File: config.mk
export PLATFORM = sky130hd
export DESIGN_NAME = dct_8x8_2d
export DESIGN_NICKNAME = d
export VERILOG_FILES = /design/src/rtl/core/dct2d_pkg.sv /design/src/rtl/core/dct_8x8_2d.sv /design/src/rtl/core/dct2d_ram.sv /design/src/rtl/core/dct2d_seq.sv /design/src/rtl/core/dct2d_mac.sv
export SDC_FILE = /design/constraint.sdc
export NUM_CORES = 2
export LEC_CHECK = 0
export BUFFER_PORTS_ARGS = -buffer_cell sky130_fd_sc_hd__buf_2
export CAP_MARGIN = 15
export CORE_ASPECT_RATIO = 1.2
export CORE_MARGIN = 4
export CORE_UTILIZATION = 55
export DETAILED_ROUTE_END_ITERATION = 7
export GPL_TIMING_DRIVEN = 0
export PLACE_DENSITY = 0.76
export SETUP_SLACK_MARGIN = 0.15
export SYNTH_ARGS = -nofsm -noshare
export SYNTH_HDL_FRONTEND = slang
export SYNTH_HIERARCHICAL = 1
export SYNTH_SLANG_ARGS = --single-unit
File: constraint.sdc
create_clock -name clk -period 9.1 [get_ports clk]
set_input_delay 1.365 -clock clk [delete_from_list [all_inputs] [get_ports clk]]
set_output_delay 1.365 -clock clk [all_outputs]
set_load 0.005 [all_outputs]
File: src/rtl/core/dct2d_pkg.sv
// Shared types, widths and the basis coefficient table of the 8x8 DCT block.
// No dependencies; the sequencer, datapath, top level and testbench import this package.
package dct2d_pkg;

  // Block geometry. The cosine table below holds the points of an 8-point transform.
  localparam int BLOCK_DIM  = 8;
  localparam int BLOCK_SIZE = BLOCK_DIM * BLOCK_DIM;
  localparam int IDX_W      = $clog2(BLOCK_DIM);
  localparam int ADDR_W     = 2 * IDX_W;
  localparam int FILL_W     = $clog2(BLOCK_SIZE + 1);

  // Datapath widths.
  localparam int SAMPLE_W  = 8;
  localparam int BASIS_W   = 15;
  localparam int PART_W    = 25;
  localparam int PROD_W    = PART_W + BASIS_W;
  localparam int ACC_W     = PROD_W + 2;
  localparam int COEF_W    = 29;
  localparam int FREQ_W    = 3;
  localparam int PROD_FRAC = 28;
  localparam int FRAC_BITS_DEF = 16;

  // Folding of the cosine argument into the first quadrant.
  localparam int FOUR_D = 4 * BLOCK_DIM;
  localparam int RW     = $clog2(FOUR_D);
  localparam int CIW    = $clog2(BLOCK_DIM + 1);

  // Half of cos(pi*k/16) in Q1.14, k = 0 .. 8.
  localparam logic [BASIS_W-1:0] COS_Q14 [0:BLOCK_DIM] = '{
    15'd8192, 15'd8035, 15'd7568, 15'd6811, 15'd5793,
    15'd4551, 15'd3135, 15'd1598, 15'd0
  };
  // Half of sqrt(1/2) in Q1.14, the factor of the zero frequency row.
  localparam logic [BASIS_W-1:0] DC_Q14 = 15'd5793;

  // One multiply-accumulate step issued by the sequencer.
  typedef struct packed {
    logic             valid;
    logic             col;
    logic             first;
    logic             last;
    logic [IDX_W-1:0] a;
    logic [IDX_W-1:0] b;
    logic [IDX_W-1:0] k;
  } issue_t;

  // Basis factor f(u,x) = c(u)/2 * cos((2x+1)*u*pi/16) in signed Q1.14.
  function automatic logic signed [BASIS_W-1:0] basis_coef(input logic [IDX_W-1:0] u,
                                                           input logic [IDX_W-1:0] x);
    logic [RW-1:0]      r;
    logic               neg;
    logic [BASIS_W-1:0] mag;
    r   = RW'(((2 * x + 1) * u) % FOUR_D);
    neg = 1'b0;
    if (r > RW'(2 * BLOCK_DIM)) begin
      r = RW'(FOUR_D) - r;
    end
    if (r > RW'(BLOCK_DIM)) begin
      neg = 1'b1;
      r   = RW'(2 * BLOCK_DIM) - r;
    end
    mag = (u == '0) ? DC_Q14 : COS_Q14[r[CIW-1:0]];
    return neg ? -signed'(mag) : signed'(mag);
  endfunction

endpackage

File: src/rtl/core/dct_8x8_2d.sv
// Top level of the 8x8 two-dimensional DCT-II block.
// Depends on dct2d_pkg, dct2d_ram, dct2d_seq and dct2d_mac.
//
// Input channel (in_valid / in_stall / in_sample): 64 unsigned samples of one
// block in row-major order, one transfer per cycle while a block fills.
// Output channel (out_valid / out_stall / out_*): the 64 coefficients in
// row-major order with frequency indexes; out_block_end marks the last one.
// After the 64th sample a row pass runs through the single shared multiplier,
// reading the sample RAM; the input is stalled meanwhile. A column pass then
// reads the partial-sum RAM and gives the coefficients one by one. Samples of
// the next block are taken during the column pass; the one multiplier does
// 1024 multiply-accumulates per block.
// Reset clears the fill count and the sequencer and drops a partial block;
// the RAM contents are kept. A stalled output freezes the compute pipeline.
module dct_8x8_2d
  import dct2d_pkg::*;
#(
  parameter int FRAC_BITS = FRAC_BITS_DEF
) (
  input  logic                     clk,
  input  logic                     rst_n,
  input  logic                     in_valid,
  output logic                     in_stall,
  input  logic [SAMPLE_W-1:0]      in_sample,
  output logic                     out_valid,
  input  logic                     out_stall,
  output logic signed [COEF_W-1:0] out_coefficient,
  output logic [FREQ_W-1:0]        out_freq_row,
  output logic [FREQ_W-1:0]        out_freq_col,
  output logic                     out_block_end
);

  issue_t                   iss;
  logic                     hold;
  logic                     smp_wr_en;
  logic [ADDR_W-1:0]        smp_wr_addr, smp_rd_addr;
  logic [SAMPLE_W-1:0]      smp_wr_data, smp_rdata;
  logic                     part_wr_en;
  logic [ADDR_W-1:0]        part_wr_addr, part_rd_addr;
  logic [PART_W-1:0]        part_wr_data, part_rdata;

  // Fill control and step sequencing.
  dct2d_seq u_seq (
    .clk          (clk),
    .rst_n        (rst_n),
    .in_valid     (in_valid),
    .in_stall     (in_stall),
    .in_sample    (in_sample),
    .hold         (hold),
    .smp_wr_en    (smp_wr_en),
    .smp_wr_addr  (smp_wr_addr),
    .smp_wr_data  (smp_wr_data),
    .smp_rd_addr  (smp_rd_addr),
    .part_rd_addr (part_rd_addr),
    .iss          (iss)
  );

  // Sample store of one block.
  dct2d_ram #(
    .WIDTH (SAMPLE_W),
    .DEPTH (BLOCK_SIZE)
  ) u_smp_ram (
    .clk     (clk),
    .wr_en   (smp_wr_en),
    .wr_addr (smp_wr_addr),
    .wr_data (smp_wr_data),
    .rd_en   (!hold),
    .rd_addr (smp_rd_addr),
    .rd_data (smp_rdata)
  );

  // Row transform results.
  dct2d_ram #(
    .WIDTH (PART_W),
    .DEPTH (BLOCK_SIZE)
  ) u_part_ram (
    .clk     (clk),
    .wr_en   (part_wr_en),
    .wr_addr (part_wr_addr),
    .wr_data (part_wr_data),
    .rd_en   (!hold),
    .rd_addr (part_rd_addr),
    .rd_data (part_rdata)
  );

  // Multiply-accumulate datapath and output register.
  dct2d_mac #(
    .FRAC_BITS (FRAC_BITS)
  ) u_mac (
    .clk             (clk),
    .rst_n           (rst_n),
    .iss             (iss),
    .smp_rdata       (smp_rdata),
    .part_rdata      (signed'(part_rdata)),
    .hold            (hold),
    .part_wr_en      (part_wr_en),
    .part_wr_addr    (part_wr_addr),
    .part_wr_data    (part_wr_data),
    .out_stall       (out_stall),
    .out_valid       (out_valid),
    .out_coefficient (out_coefficient),
    .out_freq_row    (out_freq_row),
    .out_freq_col    (out_freq_col),
    .out_block_end   (out_block_end)
  );

endmodule

File: src/rtl/core/dct2d_ram.sv
// Generic simple dual-port RAM with one write port and one registered read port.
// No dependencies.
module dct2d_ram #(
  parameter int WIDTH = 8,
  parameter int DEPTH = 64
) (
  input  logic                     clk,
  input  logic                     wr_en,
  input  logic [$clog2(DEPTH)-1:0] wr_addr,
  input  logic [WIDTH-1:0]         wr_data,
  input  logic                     rd_en,
  input  logic [$clog2(DEPTH)-1:0] rd_addr,
  output logic [WIDTH-1:0]         rd_data
);

  logic [WIDTH-1:0] mem [0:DEPTH-1];

  // Write port and registered read port.
  always_ff @(posedge clk) begin
    if (wr_en) begin
      mem[wr_addr] <= wr_data;
    end
    if (rd_en) begin
      rd_data <= mem[rd_addr];
    end
  end

endmodule

File: src/rtl/core/dct2d_seq.sv
// Sample fill control and multiply-accumulate sequencer of the DCT block.
// Depends on dct2d_pkg; drives the sample RAM write port and both read addresses.
module dct2d_seq
  import dct2d_pkg::*;
(
  input  logic                clk,
  input  logic                rst_n,
  input  logic                in_valid,
  output logic                in_stall,
  input  logic [SAMPLE_W-1:0] in_sample,
  input  logic                hold,
  output logic                smp_wr_en,
  output logic [ADDR_W-1:0]   smp_wr_addr,
  output logic [SAMPLE_W-1:0] smp_wr_data,
  output logic [ADDR_W-1:0]   smp_rd_addr,
  output logic [ADDR_W-1:0]   part_rd_addr,
  output issue_t              iss
);

  localparam logic [1:0] PH_IDLE = 2'd0;
  localparam logic [1:0] PH_ROW  = 2'd1;
  localparam logic [1:0] PH_COL  = 2'd2;
  localparam logic [IDX_W-1:0] IDX_MAX = IDX_W'(BLOCK_DIM - 1);

  logic [1:0]       phase_r, phase_nxt;
  logic [FILL_W-1:0] fill_r, fill_nxt;
  logic             full_r, full_nxt;
  logic [IDX_W-1:0] a_r, a_nxt, b_r, b_nxt, k_r, k_nxt;
  logic             in_xfer;

  // Samples are held off while a full block waits and during the row pass.
  assign in_stall    = full_r || (phase_r == PH_ROW);
  assign in_xfer     = in_valid && !in_stall;
  assign smp_wr_en   = in_xfer;
  assign smp_wr_addr = fill_r[ADDR_W-1:0];
  assign smp_wr_data = in_sample;

  // Row pass reads sample (x, y); column pass reads partial (u, y).
  assign smp_rd_addr  = {k_r, b_r};
  assign part_rd_addr = {a_r, k_r};

  assign iss.valid = (phase_r != PH_IDLE);
  assign iss.col   = (phase_r == PH_COL);
  assign iss.first = (k_r == '0);
  assign iss.last  = (k_r == IDX_MAX);
  assign iss.a     = a_r;
  assign iss.b     = b_r;
  assign iss.k     = k_r;

  // Next-state logic of the fill counter and the three nested step counters.
  always_comb begin
    phase_nxt = phase_r;
    fill_nxt  = fill_r;
    full_nxt  = full_r;
    a_nxt     = a_r;
    b_nxt     = b_r;
    k_nxt     = k_r;

    if (in_xfer) begin
      if (fill_r == FILL_W'(BLOCK_SIZE - 1)) begin
        fill_nxt = '0;
        full_nxt = 1'b1;
      end else begin
        fill_nxt = fill_r + 1'b1;
      end
    end

    if (phase_r == PH_IDLE) begin
      if (full_r) begin
        phase_nxt = PH_ROW;
        full_nxt  = 1'b0;
      end
    end else if (!hold) begin
      if (k_r != IDX_MAX) begin
        k_nxt = k_r + 1'b1;
      end else begin
        k_nxt = '0;
        if (b_r != IDX_MAX) begin
          b_nxt = b_r + 1'b1;
        end else begin
          b_nxt = '0;
          if (a_r != IDX_MAX) begin
            a_nxt = a_r + 1'b1;
          end else begin
            a_nxt     = '0;
            phase_nxt = (phase_r == PH_ROW) ? PH_COL : PH_IDLE;
          end
        end
      end
    end
  end

  always_ff @(posedge clk) begin
    if (!rst_n) begin
      phase_r <= PH_IDLE;
      fill_r  <= '0;
      full_r  <= 1'b0;
      a_r     <= '0;
      b_r     <= '0;
      k_r     <= '0;
    end else begin
      phase_r <= phase_nxt;
      fill_r  <= fill_nxt;
      full_r  <= full_nxt;
      a_r     <= a_nxt;
      b_r     <= b_nxt;
      k_r     <= k_nxt;
    end
  end

  // A new block cannot complete while the row pass still reads the sample store.
  a_row_not_full: assert property (@(posedge clk) disable iff (!rst_n)
    (phase_r == PH_ROW) |-> !full_r)
    else $error("block completed during row pass");

  // A held pipeline keeps the step counters where they are.
  a_hold_stable: assert property (@(posedge clk) disable iff (!rst_n)
    (hold && phase_r != PH_IDLE) |=> $stable({phase_r, a_r, b_r, k_r}))
    else $error("step counters moved while pipeline held");

endmodule

File: src/rtl/core/dct2d_mac.sv
// Shared multiply-accumulate datapath, rounding, saturation and output register.
// Depends on dct2d_pkg; reads both RAMs and writes the partial-sum RAM.
module dct2d_mac
  import dct2d_pkg::*;
#(
  parameter int FRAC_BITS = FRAC_BITS_DEF
) (
  input  logic                     clk,
  input  logic                     rst_n,
  input  issue_t                   iss,
  input  logic [SAMPLE_W-1:0]      smp_rdata,
  input  logic signed [PART_W-1:0] part_rdata,
  output logic                     hold,
  output logic                     part_wr_en,
  output logic [ADDR_W-1:0]        part_wr_addr,
  output logic [PART_W-1:0]        part_wr_data,
  input  logic                     out_stall,
  output logic                     out_valid,
  output logic signed [COEF_W-1:0] out_coefficient,
  output logic [FREQ_W-1:0]        out_freq_row,
  output logic [FREQ_W-1:0]        out_freq_col,
  output logic                     out_block_end
);

  localparam int OUT_SHIFT = PROD_FRAC - FRAC_BITS;
  localparam logic signed [ACC_W-1:0] RND_HALF = ACC_W'(1) <<< (OUT_SHIFT - 1);
  localparam logic signed [ACC_W-1:0] SAT_HI   = ACC_W'(2 ** (COEF_W - 1) - 1);
  localparam logic signed [ACC_W-1:0] SAT_LO   = ~SAT_HI;
  localparam logic [IDX_W-1:0] IDX_MAX = IDX_W'(BLOCK_DIM - 1);

  issue_t                    s1_r, s2_r;
  logic signed [BASIS_W-1:0] s1_basis_r;
  logic signed [PART_W-1:0]  op_a;
  logic signed [PROD_W-1:0]  prod_r;
  logic signed [ACC_W-1:0]   acc_r;
  logic                      s3_done_r, s3_col_r;
  logic [IDX_W-1:0]          s3_a_r, s3_b_r;
  logic                      fin, out_load;
  logic signed [ACC_W-1:0]   rnd_sum, rnd_shift, coef_sat;
  logic                      out_valid_r;

  // The whole pipeline waits while a finished coefficient is stalled.
  assign hold = out_valid_r && out_stall;

  // Stage 1: basis factor, aligned with the RAM read data.
  always_ff @(posedge clk) begin
    if (!rst_n) begin
      s1_r.valid <= 1'b0;
    end else if (!hold) begin
      s1_r       <= iss;
      s1_basis_r <= iss.col ? basis_coef(iss.b, iss.k) : basis_coef(iss.a, iss.k);
    end
  end

  // Stage 2: one shared multiplier, registered product.
  assign op_a = s1_r.col ? part_rdata
                         : signed'({{(PART_W - SAMPLE_W){1'b0}}, smp_rdata});

  always_ff @(posedge clk) begin
    if (!rst_n) begin
      s2_r.valid <= 1'b0;
    end else if (!hold) begin
      s2_r   <= s1_r;
      prod_r <= op_a * s1_basis_r;
    end
  end

  // Stage 3: accumulate eight products of one sum.
  always_ff @(posedge clk) begin
    if (!rst_n) begin
      s3_done_r <= 1'b0;
    end else if (!hold) begin
      s3_done_r <= s2_r.valid && s2_r.last;
      if (s2_r.valid) begin
        acc_r    <= s2_r.first ? ACC_W'(prod_r) : acc_r + ACC_W'(prod_r);
        s3_col_r <= s2_r.col;
        s3_a_r   <= s2_r.a;
        s3_b_r   <= s2_r.b;
      end
    end
  end

  // Stage 4: a finished row sum goes to the partial RAM, a column sum to the output.
  assign fin          = s3_done_r && !hold;
  assign part_wr_en   = fin && !s3_col_r;
  assign part_wr_addr = {s3_a_r, s3_b_r};
  assign part_wr_data = acc_r[PART_W-1:0];
  assign out_load     = fin && s3_col_r;

  // Round half up, then saturate to the coefficient range.
  always_comb begin
    rnd_sum   = acc_r + RND_HALF;
    rnd_shift = rnd_sum >>> OUT_SHIFT;
    if (rnd_shift > SAT_HI) begin
      coef_sat = SAT_HI;
    end else if (rnd_shift < SAT_LO) begin
      coef_sat = SAT_LO;
    end else begin
      coef_sat = rnd_shift;
    end
  end

  // Output register: loads when empty or while its content is transferred.
  always_ff @(posedge clk) begin
    if (!rst_n) begin
      out_valid_r <= 1'b0;
    end else if (out_load) begin
      out_valid_r <= 1'b1;
    end else if (!out_stall) begin
      out_valid_r <= 1'b0;
    end
  end

  always_ff @(posedge clk) begin
    if (out_load) begin
      out_coefficient <= coef_sat[COEF_W-1:0];
      out_freq_row    <= FREQ_W'(s3_a_r);
      out_freq_col    <= FREQ_W'(s3_b_r);
      out_block_end   <= (s3_a_r == IDX_MAX) && (s3_b_r == IDX_MAX);
    end
  end

  assign out_valid = out_valid_r;

  // A held pipeline keeps its pending sum intact.
  a_acc_hold: assert property (@(posedge clk) disable iff (!rst_n)
    hold |=> ($stable(acc_r) && $stable(s3_done_r)))
    else $error("accumulator changed while pipeline held");

endmodule

# Yosys cells after proc, flatten, opt, wreduce, memory -nomap -nowiden
# Memory sizes are Yosys's and may differ from the RTL's. A register that Yosys moved wholly into a read port is not among the register bits.
# Cells that the tools add are included.
[classes] n_addsub=13 n_mul=3 magnitude_cmp=8 eq_ne=15 n_mux=51 n_bitwise=6 reduce_logical=24
[ops] cell="$mux 15" n=9
[ops] cell="$mul 32x3->5" n=2
[ops] cell="$add 42x13->42 const B" n=1
[ops] cell="$add 42x40->42" n=1
[ops] cell="$mux 42" n=1
[ops] cell="$mul 25x15->40" n=1
[ops] cell="$gt 30x29->1 const B" n=1
[ops] cell="$lt 30x29->1 const B" n=1
[ops] cell="$mux 5" n=6
[ops] cell="$neg 15->15" n=2
[ops] cell="$mux 29" n=1
[ops] cell="$mux 25" n=1
[ops] cell="$mux 4" n=6
[ops] cell="$mux 1" n=16
[ops] cell="$mux 2" n=7
[ops] cell="$ge 5x5->1 const B" n=2
[ops] cell="$gt 5x4->1 const B" n=2
[ops] cell="$gt 5x5->1 const B" n=2
[ops] cell="$ne 2x1->1 const B" n=5
[ops] cell="$not 4->5" n=2
[ops] cell="$sub 1x5->5 const A" n=2
[ops] cell="$add 3x1->3 const B" n=3
[ops] cell="$eq 3x3->1 const B" n=3
[ops] cell="$logic_not 3->1" n=3
[ops] cell="other kinds (20)" n=40
[word_totals] reg_bits=181 mem_bits_rw=2112 mem_bits_ro=480 in_bits=12 elab_cells=154 n_memories=4
[memory_table] memory="u_part_ram.mem" words=64 width=25 read_ports=1 rd_ports_with_merged_regs=1 wr=1 line="dct2d_ram.sv:16" rtl="logic [WIDTH-1:0] mem [0:DEPTH-1];"
[memory_table] memory="u_smp_ram.mem" words=64 width=8 read_ports=1 rd_ports_with_merged_regs=1 wr=1 line="dct2d_ram.sv:16"
[memory_table] memory="(name not given)" words=16 width=15 read_ports=1 rd_ports_with_merged_regs=0 wr=0 line="dct2d_pkg.sv:62" rtl="mag = (u == '0) ? DC_Q14 : COS_Q14[r[CIW-1:0]];"
[memory_table] memory="(name not given)" words=16 width=15 read_ports=1 rd_ports_with_merged_regs=0 wr=0 line="dct2d_pkg.sv:62"

# Logic depth before layout (Yosys ltp)
[logic_depth] depth_word=18 depth_mapped=28 ltp_nobuf=26

# Cells and area by module
# The synthesis kept the hierarchy.
[modules_own_cells] mod="dct2d_ram (u_part_ram)" instances=1 cells_each=2850 area_per_inst_um2=62747.7
[modules_own_cells] mod="dct2d_mac" instances=1 cells_each=2556 area_per_inst_um2=23891.7
[modules_own_cells] mod="dct2d_ram (u_smp_ram)" instances=1 cells_each=940 area_per_inst_um2=20246.9
[modules_own_cells] mod="dct2d_seq" instances=1 cells_each=126 area_per_inst_um2=1154.9
[modules_own_cells] mod="dct_8x8_2d" instances=1 cells_each=1 area_per_inst_um2=3.8

# Worst setup path after synthesis
# No wires, ideal clock.
[synth_path] path_type="register -> register" startpoint="register u_mac/s1_r[11] (netlist bit)" endpoint="register u_mac.prod_r[39] (data pin)" setup_time_ps=265 arrival_time_ps=7009 required_time_ps=8835 slack_ps=1826 path_stages_with_launch=26 synth_period_minus_slack_ps=7274 path_cell_list="edfxtp_1 clkbuf_1 mux2i_1 clkbuf_1 nand2_1 fa_1 fa_1 inv_1 fa_1 fa_1 fa_1 inv_1 fa_1 inv_1 ha_1 o21ai_0 a21oi_1 o21a_1 o211ai_1 a2111oi_0 o211ai_1 a311oi_1 a221o_1 o21ai_0 a21oi_1 a31oi_1"
[synth_between] elab_chain_cells=2
[synth_lines] item="start, declared" line="dct2d_mac.sv:31" rtl="issue_t s1_r, s2_r;"
[synth_lines] item="start signal, assigned" line="dct2d_mac.sv:50" rtl="s1_r <= iss;"
[synth_lines] item="$mux 25" line="dct2d_mac.sv:56" rtl="assign op_a = s1_r.col ? part_rdata"
[synth_lines] item="$mul 25x15->40" line="dct2d_mac.sv:64" rtl="prod_r <= op_a * s1_basis_r;"
[synth_lines] item="end signal, assigned" line="dct2d_mac.sv:64"
[synth_lines] item="end, declared" line="dct2d_mac.sv:34" rtl="logic signed [PROD_W-1:0] prod_r;"
# Every way passes these cells.
# A chain may end at the register's enable or synchronous reset.

# Worst setup path in the final report
# Ends and elaborated chain as after synthesis.

==> results.yml <==
sta:
  slew_violations: 0
  final-hold-violation-count: 0
  fin_setup_tns_ps: 0
  fmax_ghz: 0.118
  finalCritPeriodShare_pct: 93.0
  slew_headroom_pct: 10.1
  setup_violations: 0
  setup_slack_ps: 641
  rsz0062_at_grt: "false"
  finalCriticalPeriod_ps: 8460
  skew_ps: 96.1
  worst_pin_slew_ps: 1330
floorplanning:
  pin_count: 50
  die_area_um2: 204000
  fp-row-count: 177
  fp.coreArea_um2: 195000
  start_util_pct: 55.5
  die_h_um: 494
  die_x_um: 413
logic_synthesis:
  syn_inst: 6473
  syn_nets: 7014
  synth_edf_count: 2303
  yosys-top-cells-count: "2303 x edfxtp_1, 429 x inv_1, 428 x mux4_2"
  yosysTopAreaCellShare_pct: 64.0
  seq_area_frac_synth_pct: 64.4
  yosysWarnings: 6
  ys_seq_elements: 2326
  synthTopCellsByArea: "edfxtp_1 64%, mux4_2 8.9%, fa_1 6.7%"
  yosys.cell_count.top_type: "edfxtp_1"
  async_flop_share_pct: 0
  synth_ff_type: "edfxtp_1"
  syn_area_per_cell_um2: 16.7
  synth_cell_types: 107
  syn_area_um2: 108000
  synth_top_cell_by_area: "edfxtp_1"
setup_path:
  crit_path_end_kind: "register"
  crit_fanout: 10
  worstSetupStartpointType: "register"
  critical_path_required_ps: 9670
  r2r_setup_slack_ps: 640
  worstSetupPathType: "register to register"
  cp.arrival_ps: 9030
placed_design:
  place.gp.congestion: 0.960
  place_ws_ps: -42.5
  port_buffers: 41
  dpl.hpwl_mm: 183
clock_tree:
  clock_latency_ps: 870
  root_buffer: "clkbuf_16"
  post_cts_buffers: 0
  cts_tree: "built"
  numCtsBuffers: 209
  cts_max_level: 4
  clk_pin_slew_worst_paths_ps: 60
  cts_resized: 1
  hold_buffers: 0
  clkSinkCount: 2326
  clk_path_buf_depth: 3
global_routing:
  grt_antenna_before_repair: 7
  grt_pass1_wl_mm: 407
  grt_pass1_vias: 61200
  grt_use_total_pct: 27.2
  grt_start_max_net_pins: 74
  grt_overflow_total: 0
power:
  total_power_mw: 25.5
  p_leak_nw: 40.2
  ir_worst_vdd_mv: 0.259
  power.density_nw_per_um2: 213
drt:
  drt-initial-drc-count: 7793
  wl_mm: 276
  wire_per_inst_um: 29.0
  viasPerCell: 6.38
  drc: 0
  dr_total_vias: 60800
  first_pass_iters: 6
  final_antenna_net_count: 0
cells_and_area:
  drive_above_1_share_pct: 18.5
  syn_to_final_growth_pct: 10.6
  nets: 7292
flow_run:
  drv_cap: 0
min_path:
  holdCritPathClass: "register to register"
outcome:
  status: "completed"
report_power, final:
| group | switching [mW] | leakage, nW | internal (mW) |
|---|---|---|---|
| Clock | 3.94 | 3.45 | 5.17 |
| Sequential | 0.0825 | 21.0 | 11.9 |
| Combinational | 2.63 | 15.8 | 1.77 |
worst max-delay path, stage by stage, from the launching register on:
cell       delay (ps)
edfxtp_1          380
clkbuf_2          300
clkbuf_1          300
and2_1            260
clkbuf_1          550
nand2_1           180
fa_1              560
inv_1              60
fa_1              510
fa_1              540
fa_1              440
fa_1              550
inv_1              70
fa_1              580
inv_1              60
ha_1              390
a21o_1            140
a21oi_1            60
o211ai_1          190
a21oi_1           120
a2111oi_2         700
o211ai_1          210
a311oi_2          450
a221o_1           270
o21ai_0           120
a21oi_1           170
a31oi_1            50
metal layers:
layer	track usage (%)	routed length [µm]
met2	43.6	134000
met1	36.3	100000
met3	5.97	28400
met5	0	0
met4	11.8	13600
sequential cells by signal, summed over array words and instances, names as in the netlist, 7 cells and up:
| signal | count |
|---|---|
| u_mac/s2_r | 10 |
| u_seq/fill_r | 7 |
| u_mac/s1_r | 10 |
| u_mac/out_coefficient | 29 |
| u_smp_ram/mem | 512 |
| u_smp_ram/rd_data | 8 |
| u_part_ram/rd_data | 25 |
| u_mac/prod_r | 40 |
| u_mac/acc_r | 42 |
| u_part_ram/mem | 1600 |
| u_mac/s1_basis_r | 15 |
placed cells by master, fill, tap and decap left out, types with 144 or more instances in the layout:
cell type / n
mux2i_1: 171
ha_1: 170
edfxtp_1: 2303
mux2_2: 149
nor2_1: 225
o21ai_0: 144
fa_1: 359
inv_1: 429
mux4_2: 428
clkbuf_16: 213
clkbuf_1: 198
nand2_1: 390
cells by family after synthesis:
group / Yosys count / share of synthesized area, %
AOI/OAI and AO/OA: 753 / 4.77
xor gates and xnor gates: 133 / 1.13
adders and majority gates: 529 / 8.62
buffers and inverters: 806 / 3.62
DFF: 2326 / 64.4
muxes: 757 / 12.3
and+or+nand+nor: 1169 / 5.16
per-stage QoR:
stage | cell area (µm²) | util [%] | hold WS, ps | cells
2_1_floorplan | 108000 | - | 400 | 6473
3_3_place_gp | 111000 | 57.3 | 401 | 9109
3_5_place_dp | 112000 | 57.7 | 405 | 9135
4_1_cts | 120000 | 61.4 | 420 | 9522
5_1_grt | 120000 | 61.4 | 424 | 9523
6_report | 120000 | 61.4 | 419 | 9526
final timing paths:
check / startpoint / endpoint / depth (start not counted)
worst max-delay path: u_mac/s1_r[11]$_DFFE_PP_ / u_mac/prod_r[39]$_DFFE_PP_ / 26
worst min-delay path: u_mac/s1_r[9]$_DFFE_PP_ / u_mac/s2_r[9]$_DFFE_PP_ / 0
worst max register to register: u_mac/s1_r[11]$_DFFE_PP_ / u_mac/prod_r[39]$_DFFE_PP_ / 26
worst min register to register: u_mac/s1_r[9]$_DFFE_PP_ / u_mac/s2_r[9]$_DFFE_PP_ / 0
cell type report:
class | instances | area (µm²)
clock buffers | 255 | 5510
diodes | 4 | 10.0
plain buffers | 375 | 2300
flip-flops and latches | 2326 | 69600
inverters | 431 | 1620
repair buffers | 67 | 609
multi-input cells | 3341 | 35000
fillers | 13500 | 75100
well taps | 2595 | 3250
clock inverters | 132 | 1660
No activity file was read; power rests on OpenSTA's default activity.
